===== config.mk =====
export PLATFORM = sky130hd
export DESIGN_NAME = itil_interp
export DESIGN_NICKNAME = d
export VERILOG_FILES = /design/src/hw/rtl/itil_pkg.sv /design/src/hw/rtl/itil_interp.sv
export SDC_FILE = /design/constraint.sdc
export NUM_CORES = 2
export LEC_CHECK = 0
export BUFFER_PORTS_ARGS = -buffer_cell sky130_fd_sc_hd__buf_2
export CAP_MARGIN = 5
export CORE_MARGIN = 4
export CORE_UTILIZATION = 45
export CTS_BUF_LIST = sky130_fd_sc_hd__clkbuf_2 sky130_fd_sc_hd__clkbuf_4 sky130_fd_sc_hd__clkbuf_8
export CTS_CLUSTER_SIZE = 24
export DETAILED_ROUTE_END_ITERATION = 10
export SYNTH_ARGS = -nofsm -noshare
export SYNTH_HDL_FRONTEND = slang
export SYNTH_SLANG_ARGS = --single-unit

===== constraint.sdc =====
create_clock -name clk -period 12.2 [get_ports clk]
set_input_delay 0 -clock clk [delete_from_list [all_inputs] [get_ports clk]]
set_output_delay 0 -clock clk [all_outputs]
set_load 0.005 [all_outputs]

===== src/hw/rtl/itil_pkg.sv =====
// itil_pkg: shared widths, codes, state types and status structs for the
// inverse table interpolation lookup. No dependencies.
`timescale 1ns / 1ps
`default_nettype none

package itil_pkg;

	localparam int DEF_TABLE_DEPTH = 1024;

	localparam int X_W     = 32;
	localparam int Y_W     = 31;
	localparam int IDX_W   = 10;
	localparam int EU_W    = 11;
	localparam int PADDR_W = 3;
	localparam int PDATA_W = 32;

	// product of |q - y_low| (31 bits) and |x_high - x_low| (32 bits)
	localparam int PROD_W    = 63;
	localparam int DIV_STEPS = PROD_W;
	localparam int DCNT_W    = 6;
	localparam logic [DCNT_W-1:0] DIV_LAST = DCNT_W'(DIV_STEPS - 1);

	// quotient clamp of 2^33 and the sum range
	localparam int QMAG_W = 34;
	localparam int SUM_W  = 35;
	localparam logic [QMAG_W-1:0] QUO_LIMIT = 34'h2_0000_0000;
	localparam logic signed [SUM_W-1:0] SUM_MAX = 35'sd2147483647;
	localparam logic signed [SUM_W-1:0] SUM_MIN = -35'sd2147483648;

	localparam logic [Y_W-1:0] MAX_ENERGY_RST = 31'd1048576;

	localparam logic REQ_WRITE = 1'b0;
	localparam logic REQ_QUERY = 1'b1;

	localparam logic REG_ENTRIES_USED = 1'b0;
	localparam logic REG_MAX_ENERGY   = 1'b1;

	typedef enum logic [1:0] {
		TS_IDLE,
		TS_SCAN,
		TS_INTERP
	} top_state_t;

	typedef enum logic [1:0] {
		IS_IDLE,
		IS_MUL,
		IS_DIV,
		IS_FIX
	} interp_state_t;

	typedef struct packed {
		logic signed [X_W-1:0] xl;
		logic signed [X_W-1:0] xh;
		logic [Y_W-1:0]        yl;
		logic [Y_W-1:0]        yh;
	} bracket_t;

	typedef struct packed {
		logic active;
		logic done;
		logic hit;
	} scan_status_t;

	typedef struct packed {
		logic active;
		logic done;
	} interp_status_t;

endpackage

`default_nettype wire


===== src/hw/rtl/itil_interp.sv =====
// itil_interp: linear interpolation between two bracket points; one multiply,
// a bit-serial restoring divide, then clamp and saturating add; a zero divisor skips the divide and gives x_low.
// Depends on itil_pkg.
`timescale 1ns / 1ps
`default_nettype none

module itil_interp (
	input  wire logic                        clk,
	input  wire logic                        arst_n,
	input  wire logic                        go,
	input  wire logic [itil_pkg::Y_W-1:0]    q,
	input  itil_pkg::bracket_t               br,
	output itil_pkg::interp_status_t         status,
	output logic signed [itil_pkg::X_W-1:0]  result
);

	import itil_pkg::*;

	interp_state_t state_q;
	interp_state_t state_d;

	logic ld_ops;
	logic do_mul;
	logic do_div;
	logic do_fix;

	logic              done_q;
	logic [DCNT_W-1:0] cnt_q;

	logic signed [X_W:0]   dq_q;
	logic signed [X_W:0]   dx_q;
	logic signed [Y_W:0]   dy_q;
	logic signed [X_W-1:0] xl_q;
	logic [PROD_W-1:0]     work_q;
	logic [Y_W-1:0]        rem_q;
	logic [Y_W-1:0]        dvs_q;
	logic                  neg_q;
	logic                  zdiv_q;
	logic signed [X_W-1:0] result_q;

	logic signed [X_W:0]   dq_abs;
	logic signed [X_W:0]   dx_abs;
	logic signed [Y_W:0]   dy_abs;
	logic [PROD_W-1:0]     prod;
	logic                  dy_zero;
	logic [Y_W:0]          trial;
	logic [Y_W:0]          trial_diff;
	logic                  trial_ge;
	logic [QMAG_W-1:0]     qmag;
	logic signed [SUM_W-1:0] quo;
	logic signed [SUM_W-1:0] sum;
	logic signed [X_W-1:0] sat;

	always_comb begin
		state_d = state_q;
		unique case (state_q)
			IS_IDLE: if (go) state_d = IS_MUL;
			IS_MUL:  state_d = dy_zero ? IS_FIX : IS_DIV;
			IS_DIV:  if (cnt_q == DIV_LAST) state_d = IS_FIX;
			IS_FIX:  state_d = IS_IDLE;
			default: state_d = IS_IDLE;
		endcase
	end

	always_comb begin
		ld_ops = 1'b0;
		do_mul = 1'b0;
		do_div = 1'b0;
		do_fix = 1'b0;
		unique case (state_q)
			IS_IDLE: ld_ops = go;
			IS_MUL:  do_mul = 1'b1;
			IS_DIV:  do_div = 1'b1;
			IS_FIX:  do_fix = 1'b1;
			default: ;
		endcase
	end

	always_comb begin
		dq_abs  = dq_q[X_W] ? -dq_q : dq_q;
		dx_abs  = dx_q[X_W] ? -dx_q : dx_q;
		dy_abs  = dy_q[Y_W] ? -dy_q : dy_q;
		dy_zero = (dy_q == '0);
		prod    = dq_abs[Y_W-1:0] * dx_abs[X_W-1:0];

		trial      = {rem_q, work_q[PROD_W-1]};
		trial_ge   = trial >= {1'b0, dvs_q};
		trial_diff = trial - {1'b0, dvs_q};

		// quotient magnitude clamped to 2^33 before the sign goes back on
		qmag = (work_q > PROD_W'(QUO_LIMIT)) ? QUO_LIMIT : work_q[QMAG_W-1:0];
		quo  = neg_q ? -$signed({1'b0, qmag}) : $signed({1'b0, qmag});
		sum  = $signed({{(SUM_W - X_W){xl_q[X_W-1]}}, xl_q}) + quo;
		if (sum > SUM_MAX) begin
			sat = SUM_MAX[X_W-1:0];
		end else if (sum < SUM_MIN) begin
			sat = SUM_MIN[X_W-1:0];
		end else begin
			sat = sum[X_W-1:0];
		end
	end

	always_ff @(posedge clk or negedge arst_n) begin
		if (!arst_n) begin
			state_q <= IS_IDLE;
			done_q  <= 1'b0;
			cnt_q   <= '0;
		end else begin
			state_q <= state_d;
			done_q  <= do_fix;
			if (do_mul) begin
				cnt_q <= '0;
			end else if (do_div) begin
				cnt_q <= cnt_q + DCNT_W'(1);
			end
		end
	end

	always_ff @(posedge clk) begin
		if (ld_ops) begin
			dq_q <= $signed({2'b00, q} - {2'b00, br.yl});
			dx_q <= $signed({br.xh[X_W-1], br.xh} - {br.xl[X_W-1], br.xl});
			dy_q <= $signed({1'b0, br.yh} - {1'b0, br.yl});
			xl_q <= br.xl;
		end
		if (do_mul) begin
			work_q <= prod;
			rem_q  <= '0;
			dvs_q  <= dy_abs[Y_W-1:0];
			neg_q  <= dq_q[X_W] ^ dx_q[X_W] ^ dy_q[Y_W];
			zdiv_q <= dy_zero;
		end
		if (do_div) begin
			work_q <= {work_q[PROD_W-2:0], trial_ge};
			rem_q  <= trial_ge ? trial_diff[Y_W-1:0] : trial[Y_W-1:0];
		end
		if (do_fix) begin
			result_q <= zdiv_q ? xl_q : sat;
		end
	end

	assign status.active = (state_q != IS_IDLE);
	assign status.done   = done_q;
	assign result        = result_q;

endmodule

`default_nettype wire


**After elaboration in Yosys (flattened, before gate mapping)**

Cells that the tools add are included.

- Add/subtract/negate cells: 10
- Bitwise logic cells: 2
- Muxes and demuxes: 23
- Equality and inequality tests: 6
- Reductions and logical operators: 5
- $mul: 1
- Order comparisons: 4

Operators with widths:

| cell | number |
|---|---|
| $mux W31 | 5 |
| $mux W32 | 4 |
| $mux W63 | 2 |
| $sub A31 B31 Y32 | 2 |
| $gt A63 B34 Y1 const B | 1 |
| $mul A31 B32 Y63 | 1 |
| $neg A31 Y31 | 2 |
| $add A32 B35 Y35 | 1 |
| $gt A35 B32 Y1 const B | 1 |
| $lt A35 B32 Y1 const B | 1 |
| $mux W35 | 1 |
| $neg A34 Y35 | 1 |
| $mux W34 | 1 |
| $sub A32 B32 Y33 | 1 |
| $ge A32 B31 Y1 | 1 |
| $logic_not A32 Y1 | 1 |
| $neg A32 Y32 | 1 |
| $sub A31 B31 Y31 | 1 |
| $mux W6 | 2 |
| $pmux W2 S4 | 1 |
| $add A6 B1 Y6 const B | 1 |
| $eq A6 B6 Y1 const B | 1 |
| $mux W1 | 5 |
| $eq A2 B2 Y1 const B | 2 |
| other kinds (7) | 11 |

- Input bits: 160
- Bits in registers: 297
- Output and inout bits: 34
- Logic and storage cells: 64

**Logic depth before layout (Yosys ltp)**

- Depth in word-level cells: 9
- Mapped depth: 38
- Mapped depth without buffers: 35

**Worst setup path before layout**

No wires, ideal clock.

- Path kind: register -> register
- Start: register dq_q[0]
- End: register work_q[57], data pin
- Cell stages (with the launch flop): 34
- Period minus slack after synthesis: 9.552 ns
- Arrival: 9.285 ns
- Library setup time: 0.268 ns
- Path buffers: 4
- Path slack: 2.648 ns
- Data required time: 11.932 ns
- Cell sequence: edfxtp_1 -> clkbuf_1 -> inv_1 -> clkbuf_1 -> ha_1 -> nand3_1 -> or4_1 -> nand2b_1 -> o41ai_1 -> xor2_1 -> buf_2 -> nor2_1 -> fa_1 -> fa_1 -> fa_1 -> fa_1 -> fa_1 -> fa_1 -> fa_1 -> inv_1 -> fa_1 -> inv_1 -> ha_1 -> clkbuf_1 -> a21o_1 -> a31oi_1 -> o21ai_0 -> a21o_1 -> a31o_2 -> o21a_1 -> a31o_2 -> a31oi_1 -> xor2_1 -> o21ai_0

- Longest elaborated chain between the ends: 5

RTL lines:

| item | line | text |
|---|---|---|
| from (decl) | itil_interp.sv:30 | `logic signed [X_W:0] dq_q;` |
| from (signal assigned) | itil_interp.sv:121 | `dq_q <= $signed({2'b00, q} - {2'b00, br.yl});` |
| $neg A31 Y31 | itil_interp.sv:80 | `dq_abs = dq_q[X_W] ? -dq_q : dq_q;` |
| $mux W31 (*) | itil_interp.sv:80 |  |
| $mul A31 B32 Y63 (*) | itil_interp.sv:84 | `prod = dq_abs[Y_W-1:0] * dx_abs[X_W-1:0];` |
| $mux W63 (*) | itil_interp.sv:126 | `if (do_mul) begin` |
| $mux W63 (*) | itil_interp.sv:133 | `if (do_div) begin` |
| to (signal assigned) | itil_interp.sv:127 | `work_q <= prod;` |
| to (signal assigned) | itil_interp.sv:134 | `work_q <= {work_q[PROD_W-2:0], trial_ge};` |
| to (decl) | itil_interp.sv:34 | `logic [PROD_W-1:0] work_q;` |

Mark *: on every way between the ends. The rest lies on a longest branch, timed or not. The select of a mux whose other input is x is not followed.
A chain may end at the register's enable or synchronous reset.

**Worst setup path after layout**

- Start: register dq_q[5]
- End: register work_q[58], data pin

The elaborated chain is that of the path after synthesis.

==> impl_metrics.tcl <==
set metrics [dict create \
    cts_root_buffer "clkbuf_8" \
    track_usage_pct 28.2 \
    period_share_pct 92.4 \
    netlist.area_leader.share_pct 33.3 \
    final_hold_viol_count 0 \
    cts.sinks 297 \
    start_kind "flip-flop" \
    hpwl_mm 134 \
    layout.nets 7583 \
    die_w_um 349 \
    cts_max_level 2 \
    dieArea_um2 122000 \
    setup_ws_ns 0.926 \
    start_util_pct 45.6 \
    synth_top_flop_cell "edfxtp_1" \
    ant_nets 0 \
    powerDensity_nw_per_um2 43.1 \
    required_ns 12.59 \
    syn_area_um2 52400 \
    num_rows 124 \
    yosys.cell_types.count 80 \
    synth_edf_count 288 \
    ctsResizeCount 0 \
    cts.path.max_buffers 3 \
    status "finished clean" \
    ir_worst_vdd_mv 0.0604 \
    yosysSeqAreaShare_pct 16.9 \
    ys_ff_latch 297 \
    grt_max_degree 76 \
    crit_top_cell "fa_1" \
    fin_crit_ns 11.27 \
    overflow 0 \
    yosys_warnings 0 \
    antenna_found_initial 2 \
    synthArstFlopShare_pct 3.03 \
    dr.pass1.iters 6 \
    cp_max_fo 21 \
    clk-insertion-delay-late_ns 0.66 \
    r2r_start "dq_q[5]$_DFFE_PP_" \
    clock_skew_ns 0.0319 \
    fin_tns_setup_ns 0 \
    slew_headroom_pct 17.8 \
    syn2layout_area_growth_pct 12.3 \
    cts_setup_buffers 0 \
    drt-total-wl_mm 170 \
    yosysMostFrequentCell "inv_1" \
    worst-setup-path-type "flip-flop to flip-flop" \
    max_freq_mhz 88.7 \
    vias 42300 \
    syn-mean-instance-area_um2 9.10 \
    synth_nets 7218 \
    yosysTopAreaCell "fa_1" \
    grt_pass1_wl_mm 262 \
    max_cap_viol_count 0 \
    rsz0062_at_grt "no" \
    synthTopCellsByCount "inv_1 (1,047), fa_1 (871), nand2_1 (748), nor2_1 (597), ha_1 (426)" \
    setup_viol 0 \
    gp_congestion 0.982 \
    synthCells 5761 \
    endpoint_kind "flip-flop" \
    routedWlPerCell_um 22.1 \
    arrival_ns 11.66 \
    cts.clk_slew.worst_paths_ns 0.06 \
    cts_tree "built" \
    hold_path_startpoint "q[18]" \
    via_per_inst 5.51 \
    drtIter0Drc 3287 \
    die_h_um 349 \
    cts_made_buffers 50 \
    drive_gt1_share_pct 8.33 \
    place_ws_ns 1.08 \
    worst_pin_slew_ns 1.22 \
    grt_pass1_vias 44100 \
    holdWs_ns 0.0328 \
    hold_buffers 189 \
    synthTopCellsByArea "fa_1 (33%), edfxtp_1 (17%), ha_1 (10%)" \
    hold_path.class "primary input to flip-flop" \
    crit_start "dq_q[5]$_DFFE_PP_" \
    slew_viol_final 0 \
    ios 194 \
    core_area_um2 115000 \
    io_buffer_count 193 \
    power_leakage_nw 28.3 \
    post-route-drc-count 0 \
    critPathSlowestCell "a31oi_1" \
    cp_slowest_stage_delay_ns 0.80 \
]
==> worst paths after layout <==
path                                        end  slack, ns  depth (start not counted)
min reg2reg                cnt_q[4]$_DFFE_PN0P_       0.52                          1
max reg2reg                work_q[58]$_DFFE_PP_       0.93                         29
min                          dq_q[18]$_DFFE_PP_       0.03                          4
max in group asynchronous  cnt_q[4]$_DFFE_PN0P_      11.37                          3
max                        work_q[58]$_DFFE_PP_       0.93                         29
min in group asynchronous      done_q$_DFF_PN0_       0.43                          3
==> per-stage QoR <==
| step | instances | power (mW) | utilization [%] | area (um2) |
|---|---|---|---|---|
| 6_report | 7680 | 2.53 | 51.2 | 58800 |
| 3_5_place_dp | 7397 | 1.46 | 48.6 | 55800 |
| 5_1_grt | 7679 | 2.64 | 51.2 | 58800 |
| 4_1_cts | 7679 | 2.56 | 51.2 | 58800 |
| 3_3_place_gp | 7396 | 1.45 | 48.6 | 55800 |
| 2_1_floorplan | 5761 | 1.34 | - | 52400 |
==> worst max-delay path: cells and delay by family (launching register included) <==
kind / cells / cell delay [ns]
buf+inv: 3 / 0.56
xor+xnor: 2 / 0.90
compound gates: 9 / 2.55
fa+ha+maj: 9 / 4.25
flops: 1 / 0.51
simple gates: 6 / 2.22
==> per-layer routing <==
layer / wire length [um] / GRT usage [%]
met1: 66300 / 36.0
met3: 14100 / 5.24
met4: 9850 / 13.0
met5: 0 / 0
met2: 79900 / 46.8
==> report_power, final <==
group	total, mW	internal, mW	switching, mW
logic	0.392	0.197	0.196
clock network	1.02	0.558	0.459
registers	1.13	1.13	0
total	2.53	1.88	0.655
==> placed cells by master (no fill, tap or decap), types with 53 or more instances in the layout <==
cell           instances
ha_1                 423
dlygate4sd3_1        189
xor2_1               115
edfxtp_1             288
nor2b_1               80
xnor2_1              199
nand2_1              748
buf_2                193
clkbuf_8              53
nor2_1               597
inv_1               1047
a21oi_1              227
a21o_1               105
o21ai_0              192
fa_1                 871
buf_4                139
==> cell families (layout without fill, tap and decap cells) <==
logic type               count (synthesis)  count (layout)  synth area share [%]
AO/OA/AOI/OAI                          800             800                  9.78
flip-flops                             297             297                  16.9
other                                    0               1                     0
AND/OR/NAND/NOR                       1723            1723                  14.1
buffers and inverters                 1256            1662                  9.09
multiplexers                            38              38                 0.757
adder cells (fa/ha/maj)               1297            1297                  43.4
XOR/XNOR                               350             350                  5.85
==> cell type report <==
cell class,count,area (um2)
clock inverter,26,272
timing repair buffer,522,3910
antenna,1,2.50
sequential,297,8870
multi-input combinational,4208,39100
tap,1512,1890
fill,10800,56100
inverter,1047,3930
clock buffer,67,835
==> state kept, by name, indices dropped and copies added (netlist names) <==
name and count:
state_q 2, rem_q 31, cnt_q 6, zdiv_q 1
neg_q 1, done_q 1, result 32, dvs_q 31
xl_q 32, dq_q 32, dx_q 33, dy_q 32
work_q 63
Note: power is estimated with default switching activity, not from simulation.
