<file path="src/hw/rtl/itil_pkg.sv">
// itil_pkg: shared widths, codes, state types and status structs for the
// inverse table interpolation lookup. No dependencies.
`timescale 1ns / 1ps
`default_nettype none

package itil_pkg;

	localparam int DEF_TABLE_DEPTH = 1024;

	localparam int X_W     = 32;
	localparam int Y_W     = 31;
	localparam int IDX_W   = 10;
	localparam int EU_W    = 11;
	localparam int PADDR_W = 3;
	localparam int PDATA_W = 32;

	// product of |q - y_low| (31 bits) and |x_high - x_low| (32 bits)
	localparam int PROD_W    = 63;
	localparam int DIV_STEPS = PROD_W;
	localparam int DCNT_W    = 6;
	localparam logic [DCNT_W-1:0] DIV_LAST = DCNT_W'(DIV_STEPS - 1);

	// quotient clamp of 2^33 and the sum range
	localparam int QMAG_W = 34;
	localparam int SUM_W  = 35;
	localparam logic [QMAG_W-1:0] QUO_LIMIT = 34'h2_0000_0000;
	localparam logic signed [SUM_W-1:0] SUM_MAX = 35'sd2147483647;
	localparam logic signed [SUM_W-1:0] SUM_MIN = -35'sd2147483648;

	localparam logic [Y_W-1:0] MAX_ENERGY_RST = 31'd1048576;

	localparam logic REQ_WRITE = 1'b0;
	localparam logic REQ_QUERY = 1'b1;

	localparam logic REG_ENTRIES_USED = 1'b0;
	localparam logic REG_MAX_ENERGY   = 1'b1;

	typedef enum logic [1:0] {
		TS_IDLE,
		TS_SCAN,
		TS_INTERP
	} top_state_t;

	typedef enum logic [1:0] {
		IS_IDLE,
		IS_MUL,
		IS_DIV,
		IS_FIX
	} interp_state_t;

	typedef struct packed {
		logic signed [X_W-1:0] xl;
		logic signed [X_W-1:0] xh;
		logic [Y_W-1:0]        yl;
		logic [Y_W-1:0]        yh;
	} bracket_t;

	typedef struct packed {
		logic active;
		logic done;
		logic hit;
	} scan_status_t;

	typedef struct packed {
		logic active;
		logic done;
	} interp_status_t;

endpackage

`default_nettype wire

</file>
<file path="src/hw/rtl/itil_scan.sv">
// itil_scan: walks the table one entry per cycle through the RAM read port and
// finds the first entry past index 0 whose integral exceeds the target.
// Depends on itil_pkg.
`timescale 1ns / 1ps
`default_nettype none

module itil_scan #(
	parameter int TABLE_DEPTH = itil_pkg::DEF_TABLE_DEPTH
) (
	input  wire logic                               clk,
	input  wire logic                               arst_n,
	input  wire logic                               go,
	input  wire logic [itil_pkg::Y_W-1:0]           q,
	input  wire logic [$clog2(TABLE_DEPTH+1)-1:0]   n,
	output logic      [$clog2(TABLE_DEPTH)-1:0]     rd_addr,
	input  wire logic [itil_pkg::X_W-1:0]           rd_x,
	input  wire logic [itil_pkg::Y_W-1:0]           rd_y,
	output itil_pkg::scan_status_t                  status,
	output itil_pkg::bracket_t                      bracket
);

	import itil_pkg::*;

	localparam int AW = $clog2(TABLE_DEPTH);
	localparam int CW = $clog2(TABLE_DEPTH + 1);

	logic           active_q;
	logic           pend_s1;
	logic           done_q;
	logic           hit_q;
	logic [CW-1:0]  addr_q;
	logic [CW-1:0]  idx_s1;
	logic [X_W-1:0] prev_x_q;
	logic [Y_W-1:0] prev_y_q;
	bracket_t       br_q;

	logic issue;
	logic is_hit;
	logic is_last;
	logic finish;
	logic too_short;

	always_comb begin
		issue     = active_q && (addr_q < n);
		is_hit    = pend_s1 && (idx_s1 != '0) && (rd_y > q);
		is_last   = pend_s1 && (idx_s1 == n - CW'(1));
		finish    = is_hit || is_last;
		too_short = n < CW'(2);
	end

	assign rd_addr = addr_q[AW-1:0];

	always_ff @(posedge clk or negedge arst_n) begin
		if (!arst_n) begin
			active_q <= 1'b0;
			pend_s1  <= 1'b0;
			done_q   <= 1'b0;
			hit_q    <= 1'b0;
			addr_q   <= '0;
		end else begin
			done_q <= 1'b0;
			if (go) begin
				active_q <= !too_short;
				pend_s1  <= 1'b0;
				done_q   <= too_short;
				hit_q    <= 1'b0;
				addr_q   <= '0;
			end else if (active_q) begin
				if (finish) begin
					active_q <= 1'b0;
					pend_s1  <= 1'b0;
					done_q   <= 1'b1;
					hit_q    <= is_hit;
				end else begin
					pend_s1 <= issue;
					if (issue) begin
						addr_q <= addr_q + CW'(1);
					end
				end
			end
		end
	end

	// read data comes back in the cycle after its address; keep the previous entry
	always_ff @(posedge clk) begin
		if (issue) begin
			idx_s1 <= addr_q;
		end
		if (pend_s1) begin
			prev_x_q <= rd_x;
			prev_y_q <= rd_y;
		end
		if (active_q && is_hit) begin
			br_q.xl <= $signed(prev_x_q);
			br_q.xh <= $signed(rd_x);
			br_q.yl <= prev_y_q;
			br_q.yh <= rd_y;
		end
	end

	assign status.active = active_q;
	assign status.done   = done_q;
	assign status.hit    = hit_q;
	assign bracket       = br_q;

endmodule

`default_nettype wire

</file>
<file path="config.mk">
export PLATFORM = sky130hd
export DESIGN_NAME = itil_scan
export DESIGN_NICKNAME = d
export VERILOG_FILES = /design/src/hw/rtl/itil_pkg.sv /design/src/hw/rtl/itil_scan.sv
export SDC_FILE = /design/constraint.sdc
export NUM_CORES = 1
export LEC_CHECK = 0
export BUFFER_PORTS_ARGS = -buffer_cell sky130_fd_sc_hd__buf_2
export CAP_MARGIN = 30
export CORE_ASPECT_RATIO = 1.5
export CORE_MARGIN = 3
export CORE_UTILIZATION = 50
export CTS_CLUSTER_DIAMETER = 30
export DETAILED_ROUTE_END_ITERATION = 6
export PLACE_DENSITY = 0.78
export SLEW_MARGIN = 0
export SYNTH_ARGS = -nofsm -noshare
export SYNTH_HDL_FRONTEND = slang
export SYNTH_SLANG_ARGS = --single-unit
</file>
<file path="constraint.sdc">
create_clock -name clk -period 22.5 [get_ports clk]
set_input_delay 5.625 -clock clk [delete_from_list [all_inputs] [get_ports clk]]
set_output_delay 5.625 -clock clk [all_outputs]
set_load 0.03 [all_outputs]
</file>
After elaboration in Yosys (flattened, before gate mapping) --
Cells that the tools add are included.
Storage, ports and cells: logic and storage cells 48, output and inout port bits 139, register bits 215, input bits 108
Operators by class: equality and inequality tests 2, reduce and logical (&&, ||, !) cells 13, mux-type cells 16, order comparisons 3, add/subtract/negate cells 2
Operators by type and width (count):
- two-way mux 11 bit | 4
- > comparator 31 bit | 1
- two-way mux 1 bit | 12
- adder 11 x 1 -> 11 bit, second input constant | 1
- equality test 11 bit | 1
- < comparator 11 bit | 1
- < comparator 11 x 2 -> 1 bit, second input constant | 1
- nonzero test 11 bit | 1
- subtractor 11 x 1 -> 11 bit, second input constant | 1
- nonzero test 2 bit | 3
- logical AND 1 bit | 5
- AND reduction 3 bit | 1
- inequality test 2 bit, second input constant | 1
- AND reduction 2 bit | 1
- zero test 1 bit | 1
- logical OR 1 bit | 1

Depth between registers and ports, before layout --
Gate-level depths: netlist of the first run.
word-level depth 7, gate-level depth with buffers 10, mapped depth without buffers 9

Worst setup path before layout of the first run --
Ideal clock, no wire load.
path kind input port to flip-flop, start input port q[29] (netlist bit), end register br_q, in the netlist bracket[0], enable pin, arrival time 12.377 ns, stages 8, buffers on the path 0, path slack 9.508 ns, required time 21.885 ns, setup time 0.615 ns, path through inv_1 ha_1 and4_1 nand4_1 o211ai_1 a211oi_1 nor2_2 nor2_1
On the way: cells in the longest elaborated chain, start to end 3
RTL lines:
- from (decl) | line itil_scan.sv:13 | input wire logic [itil_pkg::Y_W-1:0] q,
- > comparator 31 bit | line itil_scan.sv:45 | is_hit = pend_s1 && (idx_s1 != '0) && (rd_y > q);
- logical AND 1 bit | line itil_scan.sv:45
- logical AND 1 bit | line itil_scan.sv:93 | if (active_q && is_hit) begin
- to (decl) | line itil_scan.sv:35 | bracket_t br_q;
No other way between the ends. A chain may end at the register's enable or synchronous reset.

Worst setup path after layout of the first run --
start input port q[26] (netlist bit), end register br_q, in the netlist bracket[21], enable pin
The elaborated chain is that of the path after synthesis.

==> metrics.md, run 1 <==
| Metric | Value |
|---|---|
| Status | completed |
| # IOs | 247 |
| Die area | 18500 µm² |
| Peak supply drop | 0.0842 mV |
| CTS Root Buffer Type | clkbuf_16 |
| Postcts setup bufs | 0 |
| Clock buffer depth | 3 |
| Sequential element share of the synthesized area | 75.6% |
| WL/cell | 19.4 µm |
| Fraction of layout cells with a size suffix above 1 | 39.1% |
| Tot GR Track Use | 20.3% |
| DRT antenna net count | 0 |
| Row count | 57 |
| Synth area leader | edfxtp_1 |
| Post-route DRC | 0 |
| Vias in the first global route | 5585 |
| Worst slew pin tran | 907 ps |
| CP endpoint kind | register |
| Startpoint types | primary input |
| Max cap viols | 0 |
| Flops & latches, synth | 215 |
| Final min period | 8950 ps |
| Post-Syn Area | 8440 µm² |
| Leakage power | 0.00455 µW |
| H-tree depth | 1 |
| Worst Hold Class | register to register |
| Syn_area_per_cell | 16.3 µm² |
| Largest net degree at the start of global routing | 74 |
| Multi-input logic area | 1730 µm² |
| Inserted Diodes | 0 |
| Area Growth Syn to Fin | 27.9% |
| Tcrit/Tclk final | 39.8% |
| Storage cell area | 6380 µm² |
| Via/cell ratio | 5.33 |
| Finished Layout Cells | 1007 |
| Initial antenna violation count | 1 |
| Core Footprint | 16400 µm² |
| Count of input and output buffers | 246 |
| CTS tree | built |
| Most common cell in the synthesized netlist | edfxtp_1 |
| Fin. Hold Viols | 0 |
| HPWL after DPL | 14300 µm |
| Crit-path max FO | 73 |
| Clock sink total | 215 |
| Setup tns final | 0 ps |
| R2R Setup Slk | 18880 ps |
| Max-Slew Margin vs Limit | 39.5% |
| Die extent in x | 112 µm |
| PostCTS Resize Cnt | 0 |
| Final setup skew | 24.9 ps |
| Worst Path Class, Setup | primary input to register |
| Number of cells in the design after placement | 955 |
| Arrival time worst endpoint | 9090 ps |
| Synth async-reset ratio | 6.98% |
| Min Hold Slack | 415 ps |
| FILL cells | 1157 |
| EDFF count, synth | 200 |
| Final setup viols | 0 |
| Starting DRT DRC Count | 393 |
| Max Slew Vio Count | 0 |
| NumNets Final | 930 |
| Clock Latency Late Sink | 520 ps |
| Worst path required time | 22640 ps |
| Slowest stage cell, crit path | buf_4 |
| FMAX | 112 MHz |
| Synth Flop Type | edfxtp_1 |
| CTS clk-pin slew, worst paths | 60 ps |
| Distinct cells, synth | 54 |
| Initial Util | 51.4% |
| Top post-synthesis cells by count | edfxtp_1 (200), inv_1 (54), ha_1 (43), a21oi_1 (27), nor2_1 (16) |
| Top post-synthesis cells by area | edfxtp_1 (71%), ha_1 (6.4%), dfrtp_1 (4.4%) |
| Grt ovf | 0 |
| Cts bufs inserted | 28 |
| RSZ-0062 raised after global routing | false |
| Vias post-DR | 5365 |
| Global-route wire length before repair | 29500 µm |
| Count of hold-fix buffers inserted at cts | 0 |
| Syn nets | 670 |
| Crit path top cell by count | buf_4 |
| Power Dens Cells | 99.7 nW/µm² |
| Die H | 165 µm |
| Post-synth top area share | 71.2% |
| 1st-pass router iterations | 4 |
| Final Wtd Congestion | 0.861 |
| Yosys warns | 0 |
| Mapped Cells | 519 |
| Largest stage delay, worst path | 810 ps |
| CP Cell Sequence | buf_2 -> inv_1 -> ha_1 -> and4_1 -> nand4_1 -> o211ai_1 -> a211oi_1 -> nor2_2 -> nor2_4 -> buf_4 -> buf_4 |
| Routed wire length | 19500 µm |
-- registers in the layout (all words and copies together), names as in the netlist --
name      flops
addr_q       11
bracket     126
pend_s1       1
prev_x_q     32
active_q      1
done_q        1
hit_q         1
prev_y_q     31
idx_s1       11
-- final timing paths --
path / startpoint / end / cells after the start
setup / recovery: q[26] / bracket[21] / 11
hold / removal: prev_x_q[15] / bracket[109] / 0
setup reg to reg: idx_s1[5] / bracket[21] / 8
hold reg to reg: prev_x_q[15] / bracket[109] / 0
max in group asynchronous: arst_n / pend_s1 / 1
min in group asynchronous: arst_n / hit_q / 1
-- worst max-delay path, delay by kind of cell --
family | cells | cell delay, ps
AO/OA/AOI/OAI | 2 | 850
AND/OR/NAND/NOR | 4 | 750
adder cells (fa/ha/maj) | 1 | 320
buffers and inverters | 4 | 1480
-- routing by layer --
layer  GRT usage, %  share of wire, %
met4           6.34               2.8
met1           23.9                36
met3           4.34               7.9
met5              0             0.046
met2           37.3                53
-- placed cells by master (no fill, tap or decap), drive strengths merged, types with 9 or more instances in the layout --
master,instances
nor2,18
ha,43
nand2,14
nor4,9
o21ai,9
edfxtp,200
a21oi,28
nand3,15
inv,67
clkbuf,30
buf,249
dfrtp,15
nand4,13
-- cell type report --
type,instances,area share (%)
sequential,215,59.1
multi-input combinational,231,16.0
timing repair buffer,249,11.6
clock buffer,30,6.76
tap,206,2.39
clock inverter,22,2.19
inverter,54,1.88
-- report_power, final --
| part | internal (µW) | switching [µW] | total [µW] |
|---|---|---|---|
| Clock | 267 | 179 | 446 |
| Sequential | 484 | 13.5 | 498 |
| Combinational | 35.8 | 95.9 | 132 |
| Total | 787 | 288 | 1080 |
-- metrics by stage --
stage / setup WS, ps / instance area, µm² / power [µW] / utilization, %
2_1_floorplan: 9510 / 8440 / 592 / -
6_report: 13550 / 10800 / 1080 / 65.8
5_1_grt: 13340 / 10800 / 1110 / 65.8
3_5_place_dp: 12980 / 9820 / 639 / 59.9
3_3_place_gp: 13170 / 9820 / 633 / 59.9
4_1_cts: 13530 / 10800 / 1090 / 65.8
-- kinds of logic (layout without fill, tap and decap cells) --
kind of cell    count (synthesis)  in the layout  share of synthesized area [%]
compound gates                 72             72                           5.55
xor+xnor                       14             14                           1.45
fa+ha+maj                      43             43                           6.38
buf+inv                        73            355                           3.96
flops                         215            215                           75.6
mux                             2              2                          0.267
simple gates                  100            100                           6.75
Note: power is estimated with default switching activity, not from simulation.
==> run 2, diff against run 1 <==
--- a/config.mk
+++ b/config.mk
@@ -9,10 +9,10 @@
 export CAP_MARGIN = 30
 export CORE_ASPECT_RATIO = 1.5
 export CORE_MARGIN = 3
-export CORE_UTILIZATION = 50
+export CORE_UTILIZATION = 47
 export CTS_CLUSTER_DIAMETER = 30
 export DETAILED_ROUTE_END_ITERATION = 6
-export PLACE_DENSITY = 0.78
+export PLACE_DENSITY = 0.76
 export SLEW_MARGIN = 0
 export SYNTH_ARGS = -nofsm -noshare
 export SYNTH_HDL_FRONTEND = slang
==> constraint.sdc (replaced) <==
create_clock -name clk -period 7.8 [get_ports clk]
set_input_delay 1.95 -clock clk [delete_from_list [all_inputs] [get_ports clk]]
set_output_delay 1.95 -clock clk [all_outputs]
set_load 0.03 [all_outputs]
==> run 2 against run 1 <==
Compared with the run above:
- highest routed layer is now met4
- critical path depth decreased by 2
- non-clock buffer count decreased by 2
- register-to-register slack lost 14000 ps
- flip-flop and latch count is the same
- clock skew down 3.2 ps
- first-iteration DRC count decreased by 21%
- clock-buffer cell count grew 1
- die area up 6.1%
==> metrics.md, run 2 (same netlist as run 1, synthesis figures left out) <==
| Metric | Value |
|---|---|
| Status | completed |
| Area Growth Syn to Fin | 30.0% |
| Final setup skew | 21.7 ps |
| Final min period | 4310 ps |
| Clock Latency Late Sink | 550 ps |
| Commonest non-fill, non-tap cell in the layout | buf_2 |
| 1st-pass router iterations | 4 |
| Die H | 170 µm |
| Peak supply drop | 0.174 mV |
| Post-Place Cell Area | 9830 µm² |
| DRT antenna net count | 0 |
| Core Footprint | 17500 µm² |
| Clock sink total | 215 |
| Tcrit/Tclk final | 55.2% |
| Die extent in x | 115 µm |
| CTS tree | built |
| Setup tns final | 0 ps |
| Max Slew Vio Count | 0 |
| Crit-path max FO | 127 |
| Grt ovf | 0 |
| NumNets Final | 930 |
| Vias in the first global route | 5255 |
| Via/cell ratio | 5.13 |
| Postcts setup bufs | 0 |
| Routed wire length | 18300 µm |
| Arrival time worst endpoint | 4470 ps |
| Global-route wire length before repair | 27300 µm |
| FILL cells | 1281 |
| RSZ-0062 raised after global routing | false |
| Leakage power | 0.00462 µW |
| Tot GR Track Use | 17.9% |
| Post-route cell area | 11000 µm² |
| Overall Power | 3250 µW |
| Fraction of layout cells with a size suffix above 1 | 39.5% |
| Vias post-DR | 5218 |
| FMAX | 232 MHz |
| Count of hold-fix buffers inserted at cts | 0 |
| Worst Path Class, Setup | primary input to register |
| PostCTS Resize Cnt | 0 |
| Largest net degree at the start of global routing | 128 |
| # IOs | 247 |
| Cts bufs inserted | 30 |
| Worst path required time | 7960 ps |
| Post-layout util | 62.7% |
| Count of input and output buffers | 246 |
| CP endpoint kind | register |
| Number of cells in the design after placement | 960 |
| CTS Root Buffer Type | clkbuf_16 |
| Power Dens Cells | 297 nW/µm² |
| Most frequent cells in the layout | buf_2 (246), edfxtp_1 (200), inv_1 (54) |
| Final setup viols | 0 |
| Final Wtd Congestion | 0.844 |
| Die area | 19600 µm² |
| Starting DRT DRC Count | 310 |
| Clock buffer depth | 3 |
| Max FFs per register | 126 |
| Initial Util | 48.2% |
| Fin. Hold Viols | 0 |
| Finished Layout Cells | 1017 |
| Max cap viols | 0 |
| Initial antenna violation count | 1 |
| Post-route DRC | 0 |
| H-tree depth | 1 |
| Row count | 59 |
| Worst slew pin tran | 900 ps |
| WL/cell | 18.0 µm |
| HPWL after DPL | 13200 µm |
| Max-Slew Margin vs Limit | 40.0% |
| Startpoint types | primary input |
| Worst Hold Class | register to register |
| CTS clk-pin slew, worst paths | 60 ps |
## run 2: cell types whose count changed in the layout (fill, tap and decap cells not counted), sizes merged
cell / change
clkinv: +3
clkbuf: +1
diode: +1
buf: -2
bufinv: +2
inv: -2
## run 2: power by group
group,internal [µW],leakage (µW),switching (µW)
registers,1400,0.00209,51.0
logic,103,0.00198,256
clock network,882,0.000546,563
total,2380,0.00462,870
## run 2: area by class of cell
cell class / instances / area [µm²] / area share [%]
Sequential cell: 215 / 6380 / 58.2
Multi-Input combinational cell: 231 / 1730 / 15.8
Timing Repair Buffer: 247 / 1250 / 11.4
Clock buffer: 31 / 754 / 6.88
Clock inverter: 25 / 375 / 3.42
Tap cell: 213 / 267 / 2.43
Inverter: 54 / 203 / 1.85
Antenna cell: 1 / 2.50 / 0.0228
## run 2: path summary, 6_finish.rpt
| path | slack [ps] | endpoint | from | cells after the start |
|---|---|---|---|---|
| setup / recovery | 3490 | bracket[0] | rd_y[26] | 9 |
| hold / removal | 400 | bracket[96] | prev_x_q[2] | 0 |
| setup reg to reg | 4620 | bracket[0] | pend_s1 | 5 |
| hold reg to reg | 400 | bracket[96] | prev_x_q[2] | 0 |
| max in group asynchronous | 6200 | pend_s1 | arst_n | 1 |
| min in group asynchronous | 1310 | addr_q[0] | arst_n | 1 |
## run 2: critical path, stage by stage
cell and delay, ps:
buf_2 120, ha_1 310, and4_1 240, nand4_1 160, o211ai_1 120, a211oi_1 610, nor2_2 200, nor2_4 150
buf_12 470
## run 2: per-layer routing
layer,part of all wire [%],global-route usage (%),vias to the layer above,routed length [µm]
li1,-,-,2484,-
met1,37,20.4,2487,6760
met2,54,33.6,214,9950
met3,5.9,2.77,33,1070
met4,2.8,6.23,0,512
met5,0,0,-,0
## run 2: through the flow
stage / setup WS [ps] / hold slack [ps]
2_1_floorplan: 624 / 400
3_3_place_gp: 2980 / 400
3_5_place_dp: 2890 / 405
4_1_cts: 3470 / 404
5_1_grt: 3220 / 414
6_report: 3490 / 403
